`config.mk`:
```
export PLATFORM = sky130hd
export DESIGN_NAME = size_class_buffer_allocator_unit
export DESIGN_NICKNAME = d
export VERILOG_FILES = /design/src/sv/scba_pkg.sv /design/src/sv/scba_regs.sv /design/src/sv/scba_decide.sv /design/src/sv/size_class_buffer_allocator_unit.sv
export SDC_FILE = /design/constraint.sdc
export NUM_CORES = 1
export LEC_CHECK = 0
export BUFFER_PORTS_ARGS = -buffer_cell sky130_fd_sc_hd__clkbuf_2
export CAP_MARGIN = 20
export CORE_ASPECT_RATIO = 0.9
export CORE_MARGIN = 2
export CORE_UTILIZATION = 45
export DETAILED_ROUTE_END_ITERATION = 8
export GPL_TIMING_DRIVEN = 0
export PLACE_DENSITY = 0.72
export SYNTH_ARGS = -nofsm -noshare
export SYNTH_HDL_FRONTEND = slang
export SYNTH_SLANG_ARGS = --single-unit
```
`constraint.sdc`:
```
create_clock -name clk -period 4.6 [get_ports clk]
set_input_delay 0.92 -clock clk [delete_from_list [all_inputs] [get_ports clk]]
set_output_delay 0.92 -clock clk [all_outputs]
set_load 0.05 [all_outputs]
```
`src/sv/scba_pkg.sv`:
```
// ----------------------------------------------------------------------------
// scba_pkg
// Shared types and constants for the size-class buffer allocator.
// ----------------------------------------------------------------------------
package scba_pkg;

    // Size-limit registers
    localparam int NUM_REGS    = 4;
    localparam int LIMIT_W     = 16;
    localparam int ADDR_W      = 4;
    localparam int DATA_W      = 32;

    localparam logic [LIMIT_W-1:0] LIMIT_RESET [NUM_REGS] = '{
        16'd32, 16'd128, 16'd512, 16'd1024
    };

    // Default geometry
    localparam int DEF_NUM_CLASSES     = 4;
    localparam int DEF_SLOTS_PER_CLASS = 8;

    // Fixed field widths
    localparam int CMD_W     = 1;
    localparam int SIZE_W    = 16;
    localparam int FREE_H_W  = 6;
    localparam int GRANT_H_W = 5;
    localparam int STATUS_W  = 2;

    // Commands
    localparam logic [CMD_W-1:0] CMD_ALLOC = 1'b0;
    localparam logic [CMD_W-1:0] CMD_FREE  = 1'b1;

    // Status codes
    localparam logic [STATUS_W-1:0] ST_OK         = 2'd0;
    localparam logic [STATUS_W-1:0] ST_NO_BUFFER  = 2'd1;
    localparam logic [STATUS_W-1:0] ST_BAD_HANDLE = 2'd2;

    typedef logic [LIMIT_W-1:0] limit_t;

    typedef struct packed {
        logic [STATUS_W-1:0]  status;
        logic [GRANT_H_W-1:0] granted_handle;
    } result_t;

endpackage

```
`src/sv/scba_regs.sv`:
```
// ----------------------------------------------------------------------------
// scba_regs
// APB register file holding the per-class size limits.
// ----------------------------------------------------------------------------
module scba_regs
    import scba_pkg::*;
(
    input  logic                clk,
    input  logic                rst_n,
    input  logic                psel,
    input  logic                penable,
    input  logic                pwrite,
    input  logic [ADDR_W-1:0]   paddr,
    input  logic [DATA_W-1:0]   pwdata,
    output logic [DATA_W-1:0]   prdata,
    output logic                pready,
    output limit_t              limits [NUM_REGS]
);

    limit_t     limit_reg [NUM_REGS];
    logic [1:0] reg_idx;
    logic       wr_en;

    assign reg_idx = paddr[ADDR_W-1:2];
    assign wr_en   = psel && penable && pwrite;
    assign pready  = 1'b1;

    always_ff @(posedge clk or negedge rst_n)
    begin
        if (!rst_n)
        begin
            for (int i = 0; i < NUM_REGS; i++)
            begin
                limit_reg[i] <= LIMIT_RESET[i];
            end
        end
        else if (wr_en)
        begin
            limit_reg[reg_idx] <= pwdata[LIMIT_W-1:0];
        end
    end

    assign prdata = DATA_W'(limit_reg[reg_idx]);
    assign limits = limit_reg;

endmodule

```
`src/sv/scba_decide.sv`:
```
// ----------------------------------------------------------------------------
// scba_decide
// Combinational decision: class fit, lowest free slot, map update.
// ----------------------------------------------------------------------------
module scba_decide
    import scba_pkg::*;
#(
    parameter int NUM_CLASSES     = DEF_NUM_CLASSES,
    parameter int SLOTS_PER_CLASS = DEF_SLOTS_PER_CLASS
)
(
    input  logic [CMD_W-1:0]                     cmd,
    input  logic [SIZE_W-1:0]                    req_size,
    input  logic [FREE_H_W-1:0]                  free_handle,
    input  limit_t                               limits [NUM_REGS],
    input  logic [NUM_CLASSES*SLOTS_PER_CLASS-1:0] map_cur,
    output logic [NUM_CLASSES*SLOTS_PER_CLASS-1:0] map_next,
    output result_t                              result
);

    localparam int TOTAL  = NUM_CLASSES * SLOTS_PER_CLASS;
    localparam int CLS_W  = (NUM_CLASSES > 1) ? $clog2(NUM_CLASSES) : 1;
    localparam int SLOT_W = (SLOTS_PER_CLASS > 1) ? $clog2(SLOTS_PER_CLASS) : 1;
    localparam int IDX_W  = (TOTAL > 1) ? $clog2(TOTAL) : 1;

    logic [NUM_CLASSES-1:0]             class_hit;
    logic [NUM_CLASSES-1:0][SLOT_W-1:0] low_slot;

    for (genvar c = 0; c < NUM_CLASSES; c++)
    begin : g_class
        limit_t                     limit;
        logic [SLOTS_PER_CLASS-1:0] free_bits;

        if (c < NUM_REGS)
        begin : g_reg
            assign limit = limits[c];
        end
        else
        begin : g_none
            assign limit = '0;
        end

        assign free_bits    = ~map_cur[c*SLOTS_PER_CLASS +: SLOTS_PER_CLASS];
        assign class_hit[c] = (limit != '0) && (req_size <= limit) && (|free_bits);

        // lowest free slot within the class
        always_comb
        begin
            low_slot[c] = '0;
            for (int s = SLOTS_PER_CLASS - 1; s >= 0; s--)
            begin
                if (free_bits[s])
                begin
                    low_slot[c] = SLOT_W'(s);
                end
            end
        end
    end

    logic [CLS_W-1:0]  cls_sel;
    logic              found;
    logic [31:0]       grant32;
    logic [31:0]       free32;
    logic [IDX_W-1:0]  grant_idx;
    logic [IDX_W-1:0]  free_idx;
    logic              handle_ok;

    always_comb
    begin
        cls_sel = '0;
        for (int c = NUM_CLASSES - 1; c >= 0; c--)
        begin
            if (class_hit[c])
            begin
                cls_sel = CLS_W'(c);
            end
        end
    end

    assign found     = |class_hit;
    assign grant32   = 32'(cls_sel) * 32'(SLOTS_PER_CLASS) + 32'(low_slot[cls_sel]);
    assign grant_idx = grant32[IDX_W-1:0];
    assign free32    = 32'(free_handle);
    assign free_idx  = free32[IDX_W-1:0];
    assign handle_ok = (free32 < 32'(TOTAL));

    always_comb
    begin
        map_next              = map_cur;
        result.status         = ST_OK;
        result.granted_handle = '0;
        case (cmd)
            CMD_ALLOC:
            begin
                if (found)
                begin
                    map_next[grant_idx]   = 1'b1;
                    result.granted_handle = grant32[GRANT_H_W-1:0];
                end
                else
                begin
                    result.status = ST_NO_BUFFER;
                end
            end
            CMD_FREE:
            begin
                if (handle_ok)
                begin
                    map_next[free_idx] = 1'b0;
                end
                else
                begin
                    result.status = ST_BAD_HANDLE;
                end
            end
            default:
            begin
                result.status = ST_OK;
            end
        endcase
    end

endmodule

```
`src/sv/size_class_buffer_allocator_unit.sv`:
```
// ----------------------------------------------------------------------------
// size_class_buffer_allocator_unit
// Size-class buffer allocator: in-use map, allocate and free requests.
// ----------------------------------------------------------------------------
// Takes one request per cycle unless rsp_ready stalls the response, and
// returns one response per request via the request register, then the
// response register. The rate is set by the in-use map update, decided
// combinationally from the request register: class fit compare, per-class
// lowest free slot and class priority select. Each class limit register is
// at 4*class; a zero limit disables the class. The map clears at reset.
// ----------------------------------------------------------------------------
module size_class_buffer_allocator_unit
    import scba_pkg::*;
#(
    parameter int NUM_CLASSES     = DEF_NUM_CLASSES,
    parameter int SLOTS_PER_CLASS = DEF_SLOTS_PER_CLASS
)
(
    input  logic                  clk,
    input  logic                  rst_n,

    input  logic                  psel,
    input  logic                  penable,
    input  logic                  pwrite,
    input  logic [ADDR_W-1:0]     paddr,
    input  logic [DATA_W-1:0]     pwdata,
    output logic [DATA_W-1:0]     prdata,
    output logic                  pready,

    input  logic                  req_valid,
    output logic                  req_ready,
    input  logic [CMD_W-1:0]      cmd,
    input  logic [SIZE_W-1:0]     req_size,
    input  logic [FREE_H_W-1:0]   free_handle,

    output logic                  rsp_valid,
    input  logic                  rsp_ready,
    output logic [STATUS_W-1:0]   status,
    output logic [GRANT_H_W-1:0]  granted_handle
);

    localparam int TOTAL = NUM_CLASSES * SLOTS_PER_CLASS;

    limit_t limits [NUM_REGS];

    scba_regs u_regs (
        .clk     (clk),
        .rst_n   (rst_n),
        .psel    (psel),
        .penable (penable),
        .pwrite  (pwrite),
        .paddr   (paddr),
        .pwdata  (pwdata),
        .prdata  (prdata),
        .pready  (pready),
        .limits  (limits)
    );

    // request stage
    logic                 req_vld_reg;
    logic [CMD_W-1:0]     cmd_reg;
    logic [SIZE_W-1:0]    size_reg;
    logic [FREE_H_W-1:0]  handle_reg;

    // response stage
    logic                 rsp_vld_reg;
    result_t              result_reg;
    result_t              result_next;

    logic [TOTAL-1:0]     map_reg;
    logic [TOTAL-1:0]     map_next;

    logic                 rsp_adv;
    logic                 req_adv;
    logic                 req_take;

    assign rsp_adv   = !rsp_vld_reg || rsp_ready;
    assign req_adv   = req_vld_reg && rsp_adv;
    assign req_ready = !req_vld_reg || rsp_adv;
    assign req_take  = req_valid && req_ready;

    scba_decide #(
        .NUM_CLASSES     (NUM_CLASSES),
        .SLOTS_PER_CLASS (SLOTS_PER_CLASS)
    ) u_decide (
        .cmd         (cmd_reg),
        .req_size    (size_reg),
        .free_handle (handle_reg),
        .limits      (limits),
        .map_cur     (map_reg),
        .map_next    (map_next),
        .result      (result_next)
    );

    always_ff @(posedge clk or negedge rst_n)
    begin
        if (!rst_n)
        begin
            req_vld_reg <= 1'b0;
            rsp_vld_reg <= 1'b0;
            map_reg     <= '0;
        end
        else
        begin
            if (req_ready)
            begin
                req_vld_reg <= req_valid;
            end
            if (rsp_adv)
            begin
                rsp_vld_reg <= req_vld_reg;
            end
            if (req_adv)
            begin
                map_reg <= map_next;
            end
        end
    end

    always_ff @(posedge clk)
    begin
        if (req_take)
        begin
            cmd_reg    <= cmd;
            size_reg   <= req_size;
            handle_reg <= free_handle;
        end
        if (req_adv)
        begin
            result_reg <= result_next;
        end
    end

    assign rsp_valid      = rsp_vld_reg;
    assign status         = result_reg.status;
    assign granted_handle = result_reg.granted_handle;

endmodule
```
==> impl_metrics.tcl, run 1 <==
set metrics [dict create \
    outcome "completed" \
    route.met3.wl_mm 1.71 \
    critPathRequiredTime_ns 3.68 \
    netlist.area_leader.share 0.312 \
    arrival_ns 3.09 \
    cp_slowest_stage_delay_ns 0.76 \
    vias 6172 \
    most-common-layout-cells "dfrtp_1 (94), o21ai_0 (74), inv_1 (72)" \
    cts_sinks 128 \
    fin_crit_sh 0.871 \
    crit_fanout 10 \
    fmax_mhz 250 \
    grt_overflow_total 0 \
    die_h_um 127 \
    post_drt_via_cell_ratio 5.91 \
    synth_seq_cells 128 \
    antenna_cells 0 \
    end_kind "primary output" \
    initialDrtViolationCount 552 \
    gp_congestion 0.958 \
    finalClockSkew_ns 0.0110 \
    synthArstFlopShare 0.766 \
    placementRows 44 \
    crit_chain "clkbuf_1, buf_1, mux4_2, clkbuf_2" \
    core_um2 16200 \
    clock_latency_ns 0.42 \
    io_buffers 70 \
    p_switching_mw 1.78 \
    cellInternalPower_mw 2.90 \
    grt_max_degree 67 \
    cts_buffers 17 \
    ys_seq_area_frac 0.446 \
    relSlewSlack 0.388 \
    critPathKind "in -> out" \
    cts_tree "done" \
    clockRootBuffer "clkbuf_16" \
    postCtsSetupBuffers 0 \
    synth.distinct_cells 53 \
    first_pass_iters 5 \
    synthTopCellsByArea "dfrtp_1 (31%), edfxtp_1 (12%), ha_1 (11%)" \
    netlist_instances 718 \
    hold_slack_ns 0.486 \
    cp_num_buf_inv 3 \
    maxCapViolations 0 \
    hpwlAfterDp_mm 15.0 \
    fin_cells 1044 \
    seqPwrFrac 0.354 \
    start_util 0.464 \
    clk_pin_slew_ns 0.06 \
    cts_resized 0 \
    yosysTopAreaCell "dfrtp_1" \
    ctsHoldBuffers 0 \
    drive_gt1_frac 0.233 \
    wl_per_cell_um 19.4 \
    hold_viol_final 0 \
    top_layer_used "met4" \
    routed_wirelength_mm 20.3 \
    tightestPinTransition_ns 0.917 \
    largest_register_ffs 64 \
    synth_edf_count 30 \
    clockPowerShare 0.312 \
    min_path_type "in -> async" \
    fin_tns_setup_ns 0 \
    track_usage 0.241 \
    switching_share 0.381 \
    wl_met1_mm 9.26 \
    htree_num_levels 4 \
    ant_nets 0 \
    grt_pass1_wl_mm 33.0 \
    maxSlewViolCount 0 \
    antenna_found_initial 0 \
    ys.warnings.count 0 \
    worst_slack_ns 0.592 \
    synth-main-ff-cell "dfrtp_1" \
    pwr-share-comb 0.334 \
    final_common_cell "dfrtp_1" \
    layout.nets 954 \
    met2WireLength_mm 9.03 \
    worstSetupStartpointType "primary input" \
    max-clock-path-buffers 2 \
    drc 0 \
    fp.dieW_um 140 \
    rsz0062_at_grt "no" \
    period_needed_ns 4.01 \
    preCtsSetupSlack_ns 0.573 \
    grt_pass1_vias 6088 \
    power_density_nw_per_um2 526 \
    slowest_stage "buf_1" \
    ios 108 \
    cellLeakagePower_nw 3.88 \
    vdd_drop_max_mv 0.382 \
    place_inst 1012 \
    setup_viol 0 \
    area_growth_syn_to_layout_pct 18.0 \
    synth_area_um2 7530 \
    crit_family "buffers and inverters" \
    syn_area_per_cell_um2 10.5 \
    die_area_um2 17800 \
]
## worst paths after layout
check	startpoint	endpoint	slack, ns	cells after the start
max in group asynchronous	rst_n	u_regs.limits[25]	3.38	2
hold reg to reg	req_vld_reg	rsp_valid	0.51	1
min in group clk	req_vld_reg	rsp_valid	0.51	1
setup / recovery	paddr[2]	prdata[9]	0.59	4
setup reg to reg	size_reg[15]	granted_handle[2]	0.73	9
hold / removal	rst_n	u_regs.limits[3]	0.49	1
## power groups by stage
| stage | registers [mW] | clock network, mW | logic (mW) |
|---|---|---|---|
| 4_1_cts | 1.65 | 1.47 | 1.54 |
| 3_5_place_dp | 1.66 | 0 | 1.53 |
| 3_3_place_gp | 1.66 | 0 | 1.49 |
| 2_1_floorplan | 1.60 | 0 | 1.14 |
| 6_report | 1.66 | 1.46 | 1.56 |
| 5_1_grt | 1.69 | 1.52 | 1.72 |
## metrics by stage
step | instance area (um^2) | utilization | power [mW]
final | 8890 | 0.548 | 4.68
after global placement | 8200 | 0.505 | 3.15
after global routing | 8890 | 0.548 | 4.93
after detailed placement | 8260 | 0.508 | 3.19
after floorplan | 7590 | - | 2.75
after CTS | 8890 | 0.548 | 4.66
## per-layer routing
metal | track usage | vias to the layer above
met1 | 0.342 | 3021
li1 | - | 2852
met4 | 0.0695 | 0
met3 | 0.0676 | 28
met5 | 0 | -
met2 | 0.363 | 271
## kinds of logic after synthesis
family / synth area share
DFF: 0.446
AOI/OAI and AO/OA: 0.151
muxes: 0.0986
and+or+nand+nor: 0.129
adders and majority gates: 0.106
other: 0.000997
buffers and inverters: 0.0684
## area by class of cell
class / instances / area, um^2
Inverter: 72 / 270
Timing Repair Buffer: 72 / 408
Sequential cell: 128 / 3360
Buffer: 39 / 245
Multi-Input combinational cell: 494 / 3720
Clock buffer: 17 / 425
Fill cell: 1394 / 7350
Tap cell: 207 / 259
Clock inverter: 15 / 209
## cells in the mapped netlist, drive strengths merged (12+ instances only)
master / instances
dfrtp: 94
o21ai: 74
inv: 72
nand2: 65
ha: 64
mux2: 34
edfxtp: 30
buf: 27
o31ai: 25
nor2: 24
nand4: 23
a21oi: 22
nor4: 20
mux4: 16
nand3: 15
clkbuf: 12
Power figures use the tool's default switching activity.
==> run 2: changes to the inputs <==
- ABC_AREA: unset -> 1
- GPL_ROUTABILITY_DRIVEN: unset -> 0
==> run 2 against run 1 <==
Net effect:
- flip-flop and latch count stayed put
- clock power shrank 5%
- worst hold slack worse by 0.0025 ns
- largest cell class unchanged
- sequential share of layout area fell by 1.9 points
- cell count up 30%
- highest routed layer unchanged
- design area increased by 5.3%
- routed wire length is 8.2% higher
==> impl_metrics.tcl, run 2 <==
set metrics [dict create \
    outcome "completed" \
    die_h_um 131 \
    grt_pass1_vias 6932 \
    crit_chain "clkbuf_2, nor2_1, clkbuf_1, a22oi_1, o221ai_1, clkbuf_2" \
    first_pass_iters 5 \
    netlist.area_leader.share 0.294 \
    maxSlewViolCount 0 \
    fill_cells 1645 \
    setup_viol 0 \
    layout.nets 1229 \
    hold_viol_final 0 \
    rsz0062_at_grt "no" \
    placementRows 46 \
    yosysMostFrequentCell "nand2_1" \
    routed_wirelength_mm 21.9 \
    drive_gt1_frac 0.145 \
    cts_sinks 128 \
    core_um2 17600 \
    power_density_nw_per_um2 492 \
    worstSetupStartpointType "primary input" \
    vdd_drop_max_mv 0.280 \
    cellLeakagePower_nw 4.54 \
    fmax_mhz 276 \
    min_path_type "reg -> reg" \
    cts_buffers 17 \
    grt_max_degree 51 \
    track_usage 0.246 \
    antenna_cells 0 \
    critPathKind "in -> out" \
    grt_pass1_wl_mm 35.4 \
    end_kind "primary output" \
    antenna_found_initial 0 \
    crit_top_cell "clkbuf_2" \
    synth-main-ff-cell "dfrtp_1" \
    slowest_stage "clkbuf_1" \
    most-common-layout-cells "nand2_1 (179), inv_1 (156), dfrtp_1 (94)" \
    synthTopCellsByArea "dfrtp_1 (29%), edfxtp_1 (11%), ha_1 (10%)" \
    critPathRequiredTime_ns 3.68 \
    synthArstFlopShare 0.766 \
    synth.distinct_cells 40 \
    cts_resized 0 \
    arrival_ns 2.70 \
    ctsHoldBuffers 0 \
    cts_tree "done" \
    fin_cells 1352 \
    finalClockSkew_ns 0.00910 \
    cp_num_buf_inv 3 \
    area_growth_syn_to_layout_pct 16.9 \
    largest_register_ffs 64 \
    fp.dieW_um 145 \
    crit_fanout 10 \
    final_common_cell "nand2_1" \
    crit_family "buffers and inverters" \
    wl_per_cell_um 16.2 \
    drc 0 \
    ys.warnings.count 0 \
    ant_nets 0 \
    initialDrtViolationCount 836 \
    vias 7293 \
    netlist_instances 992 \
    seq_area_um2 3360 \
    p_total_mw 4.61 \
    clock_latency_ns 0.43 \
    die_area_um2 18900 \
    relSlewSlack 0.362 \
    multiInputGateArea_um2 3850 \
    clk_pin_slew_ns 0.06 \
    grt_overflow_total 0 \
    ios 108 \
    period_needed_ns 3.62 \
    hpwlAfterDp_mm 16.6 \
    synth_edf_count 30 \
    place_inst 1320 \
    cp_slowest_stage_delay_ns 0.51 \
    start_util 0.456 \
    fin_tns_setup_ns 0 \
    synth_seq_cells 128 \
    postCtsSetupBuffers 0 \
    syn_area_per_cell_um2 8.07 \
    yosysTopAreaCell "dfrtp_1" \
    fin_crit_sh 0.787 \
    max-clock-path-buffers 2 \
    post_drt_via_cell_ratio 5.39 \
    hold_slack_ns 0.483 \
    synth_common_cells "nand2_1 (179), inv_1 (156), dfrtp_1 (94)" \
    maxCapViolations 0 \
    ys_seq_area_frac 0.419 \
    clockRootBuffer "clkbuf_16" \
    synth_area_um2 8010 \
    tightestPinTransition_ns 0.956 \
    io_buffers 72 \
    htree_num_levels 4 \
]
==> run 2: power by group <==
part / internal, mW / switching, mW
sequential: 1.42 / 0.186
combinational: 0.501 / 1.11
clock: 0.861 / 0.529
==> run 2: through the flow <==
stage | util | area, um^2 | worst slack (ns)
6_report | 0.533 | 9360 | 0.978
4_1_cts | 0.533 | 9360 | 1.05
2_1_floorplan | - | 8070 | 1.33
3_5_place_dp | 0.499 | 8760 | 1.11
5_1_grt | 0.533 | 9360 | 0.945
3_3_place_gp | 0.497 | 8730 | 1.11
==> run 2: cells by family (layout without fill, tap and decap cells) <==
kind of cell               Yosys count  in the layout  synth area share
buffers and inverters              205            310             0.107
other                                2             17          0.000938
and+or+nand+nor                    379            379             0.221
adders and majority gates           64             64             0.100
DFF                                128            128             0.419
AOI/OAI and AO/OA                  214            214             0.152
==> run 2: worst register-to-register path, stage by stage (launching register included) <==
cell and delay [ns]:
dfstp_2 0.53, inv_1 0.07, ha_1 0.30, nand4_1 0.15
nor3_1 0.37, nand3_1 0.19, nand2_1 0.11, nand2_1 0.08
nand2_2 0.17, nor3_2 0.09, nor3_1 0.32, buf_2 0.34
nand4_1 0.15, a21oi_1 0.16
==> run 2: final timing paths <==
| path | endpoint | start | cells after the start | slack, ns |
|---|---|---|---|---|
| worst max-delay path | prdata[5] | paddr[2] | 6 | 0.98 |
| worst min-delay path | u_regs.limits[6] | u_regs.limits[6] | 2 | 0.48 |
| worst max register to register | map_reg[26] | u_regs.limits[10] | 13 | 1.51 |
| worst min register to register | u_regs.limits[6] | u_regs.limits[6] | 2 | 0.48 |
| max in group asynchronous | u_regs.limits[53] | rst_n | 2 | 3.29 |
| min in group asynchronous | u_regs.limits[24] | rst_n | 1 | 0.55 |
==> run 2: routing by layer <==
metal	share of wire	global-route usage	routed length (um)	up-vias
met5	0	0	0	-
met4	0.015	0.0628	337	0
met3	0.089	0.0656	1950	37
met2	0.43	0.370	9460	351
met1	0.46	0.353	10200	3371
li1	-	-	-	3534
==> run 2: layout make-up <==
type                       count  area share
multi-input combinational    674       0.411
tap                          240      0.0321
sequential                   128       0.359
clock inverter                12      0.0138
clock buffer                  20      0.0512
buffer                        42      0.0262
inverter                     163      0.0656
timing repair buffer          73      0.0417
==> run 3: changes to the inputs <==
- PLACE_DENSITY: 0.72 -> 0.74
- clock period: 4.6 -> 2.9 ns (I/O delays scaled with it)
==> run 3 against run 2 <==
Net effect:
- clock skew is 0.0017 ns higher
- sequential share of layout area is 1.7 points lower
- utilization grew 2.6 points
- die area unchanged
- first-iteration DRC count down 10%
- non-clock buffer count grew 17
- register-to-register slack lost 1.5 ns
- sequential power is 59% higher
- critical path depth grew 9
- flip-flop and latch count unchanged
- design area grew 4.9%
- global-route usage is 0.33 points higher
- critical path type is now reg -> reg
- critical endpoint is now map_reg[21]
- largest power group unchanged
==> impl_metrics.tcl, run 3 (same netlist as run 2, synthesis figures left out) <==
set metrics [dict create \
    outcome "completed" \
    cts_tree "done" \
    layout.nets 1246 \
    seqPwrFrac 0.333 \
    relSlewSlack 0.316 \
    cts_buffers 17 \
    initialDrtViolationCount 752 \
    grt_use_met3 0.0561 \
    placementRows 46 \
    wl_per_cell_um 16.7 \
    arrival_ns 3.20 \
    area_growth_syn_to_layout_pct 22.6 \
    htree_num_levels 4 \
    cellInternalPower_mw 4.50 \
    clock_latency_ns 0.44 \
    min_path_type "in -> async" \
    cp_slowest_stage_delay_ns 0.54 \
    core_um2 17600 \
    place_inst 1320 \
    start_util 0.456 \
    use_met1 0.362 \
    maxCapViolations 0 \
    p_switching_mw 3.13 \
    grt_pass1_vias 7035 \
    crit_chain "inv_2, ha_4, nand4_1, nor3_2, nand3_2, a21oi_2, nand2_2, nand2_4, nand3_1, nand3_2, nand2_4, nor2_8, buf_6, nand3_2, a21oi_2" \
    most-common-layout-cells "nand2_1 (172), inv_1 (154), dfrtp_1 (94)" \
    worstSetupStartpointType "flop" \
    p_total_mw 7.64 \
    critPathKind "reg -> reg" \
    drive_gt1_frac 0.206 \
    cellLeakagePower_nw 4.65 \
    grt_pass1_wl_mm 36.1 \
    setup_viol 0 \
    fin_tns_setup_ns 0 \
    fmax_mhz 352 \
    clk_pin_slew_ns 0.06 \
    final_common_cell "nand2_1" \
    critPathRequiredTime_ns 3.26 \
    first_pass_iters 6 \
    pwr-share-comb 0.398 \
    fp.dieW_um 145 \
    crit_top_cell "nand3_2" \
    io_buffers 72 \
    vias 7510 \
    routed_wirelength_mm 22.8 \
    hold_slack_ns 0.241 \
    antenna_found_initial 0 \
    grt_overflow_total 0 \
    period_needed_ns 2.84 \
    maxSlewViolCount 0 \
    ant_nets 0 \
    ios 108 \
    drc 0 \
    vdd_drop_max_mv 0.466 \
    largest_register_ffs 64 \
    post_drt_via_cell_ratio 5.49 \
    tightestPinTransition_ns 1.02 \
    cts_sinks 128 \
    clockPowerShare 0.269 \
    die_area_um2 18900 \
    die_h_um 131 \
    antenna_cells 0 \
    grt_max_degree 55 \
    track_usage 0.249 \
    rrSetupSlack_ns 0.06 \
    fin_cells 1369 \
    switching_share 0.411 \
    power_density_nw_per_um2 777 \
    use_met2 0.375 \
    fin_crit_sh 0.980 \
    hpwlAfterDp_mm 16.5 \
    hold_viol_final 0 \
    grt_busiest_layer "met2" \
    finalClockSkew_ns 0.0108 \
    crit_fanout 7 \
    final_core_util 0.560 \
    end_kind "flop" \
    max-clock-path-buffers 2 \
    ctsHoldBuffers 0 \
    clockRootBuffer "clkbuf_16" \
    slowest_stage "dfstp_2" \
]
[run 3: area by class of cell]
class,count,area [um^2]
Fill cell,1568,7730
Multi-Input combinational cell,674,4170
Sequential cell,128,3360
Inverter,163,614
Timing Repair Buffer,90,547
Clock buffer,17,425
Tap cell,240,300
Buffer,42,270
Clock inverter,15,133
[run 3: critical path: cells and delay by family, from the launching register on]
family,cells,cell delay (ns)
and+or+nand+nor,10,1.41
DFF,1,0.54
AOI/OAI and AO/OA,2,0.32
adders and majority gates,1,0.26
buffers and inverters,2,0.21
[run 3: metal layers]
metal,vias to the layer above,wire [um]
li1,3565,-
met3,45,2050
met2,359,10000
met1,3541,10300
met4,0,433
met5,-,0
[run 3: path summary, 6_finish.rpt]
path                                        start                end  cells after the start
worst max-delay path            u_regs.limits[10]        map_reg[21]                     15
min in group clk                     req_size[13]       size_reg[13]                      1
worst max register to register  u_regs.limits[10]        map_reg[21]                     15
worst min register to register   u_regs.limits[6]   u_regs.limits[6]                      2
max in group asynchronous                   rst_n  u_regs.limits[53]                      2
worst min-delay path                        rst_n   u_regs.limits[9]                      1
[run 3: power by group through the flow]
stage | clock network (mW) | registers, mW | logic (mW)
2_1_floorplan | 0 | 2.55 | 1.85
4_1_cts | 2.06 | 2.53 | 2.54
3_5_place_dp | 0 | 2.56 | 2.51
3_3_place_gp | 0 | 2.55 | 2.44
6_report | 2.06 | 2.54 | 3.04
5_1_grt | 2.15 | 2.59 | 3.32
[run 3: through the flow]
stage,setup slack [ns],instance area [um^2]
final,0.0594,9820
after global routing,-0.0259,9820
after CTS,0.0437,9330
after detailed placement,-0.124,8760
after global placement,-0.0806,8730
after floorplan,0.309,8070
[run 3: timing repair]
item                                    4_1_cts  5_1_grt
setup buffers                                 0       16
gates resized for setup                       3       69
pin swaps                                     0       34
endpoints found under the setup margin       22       34
cloned                                        0        1
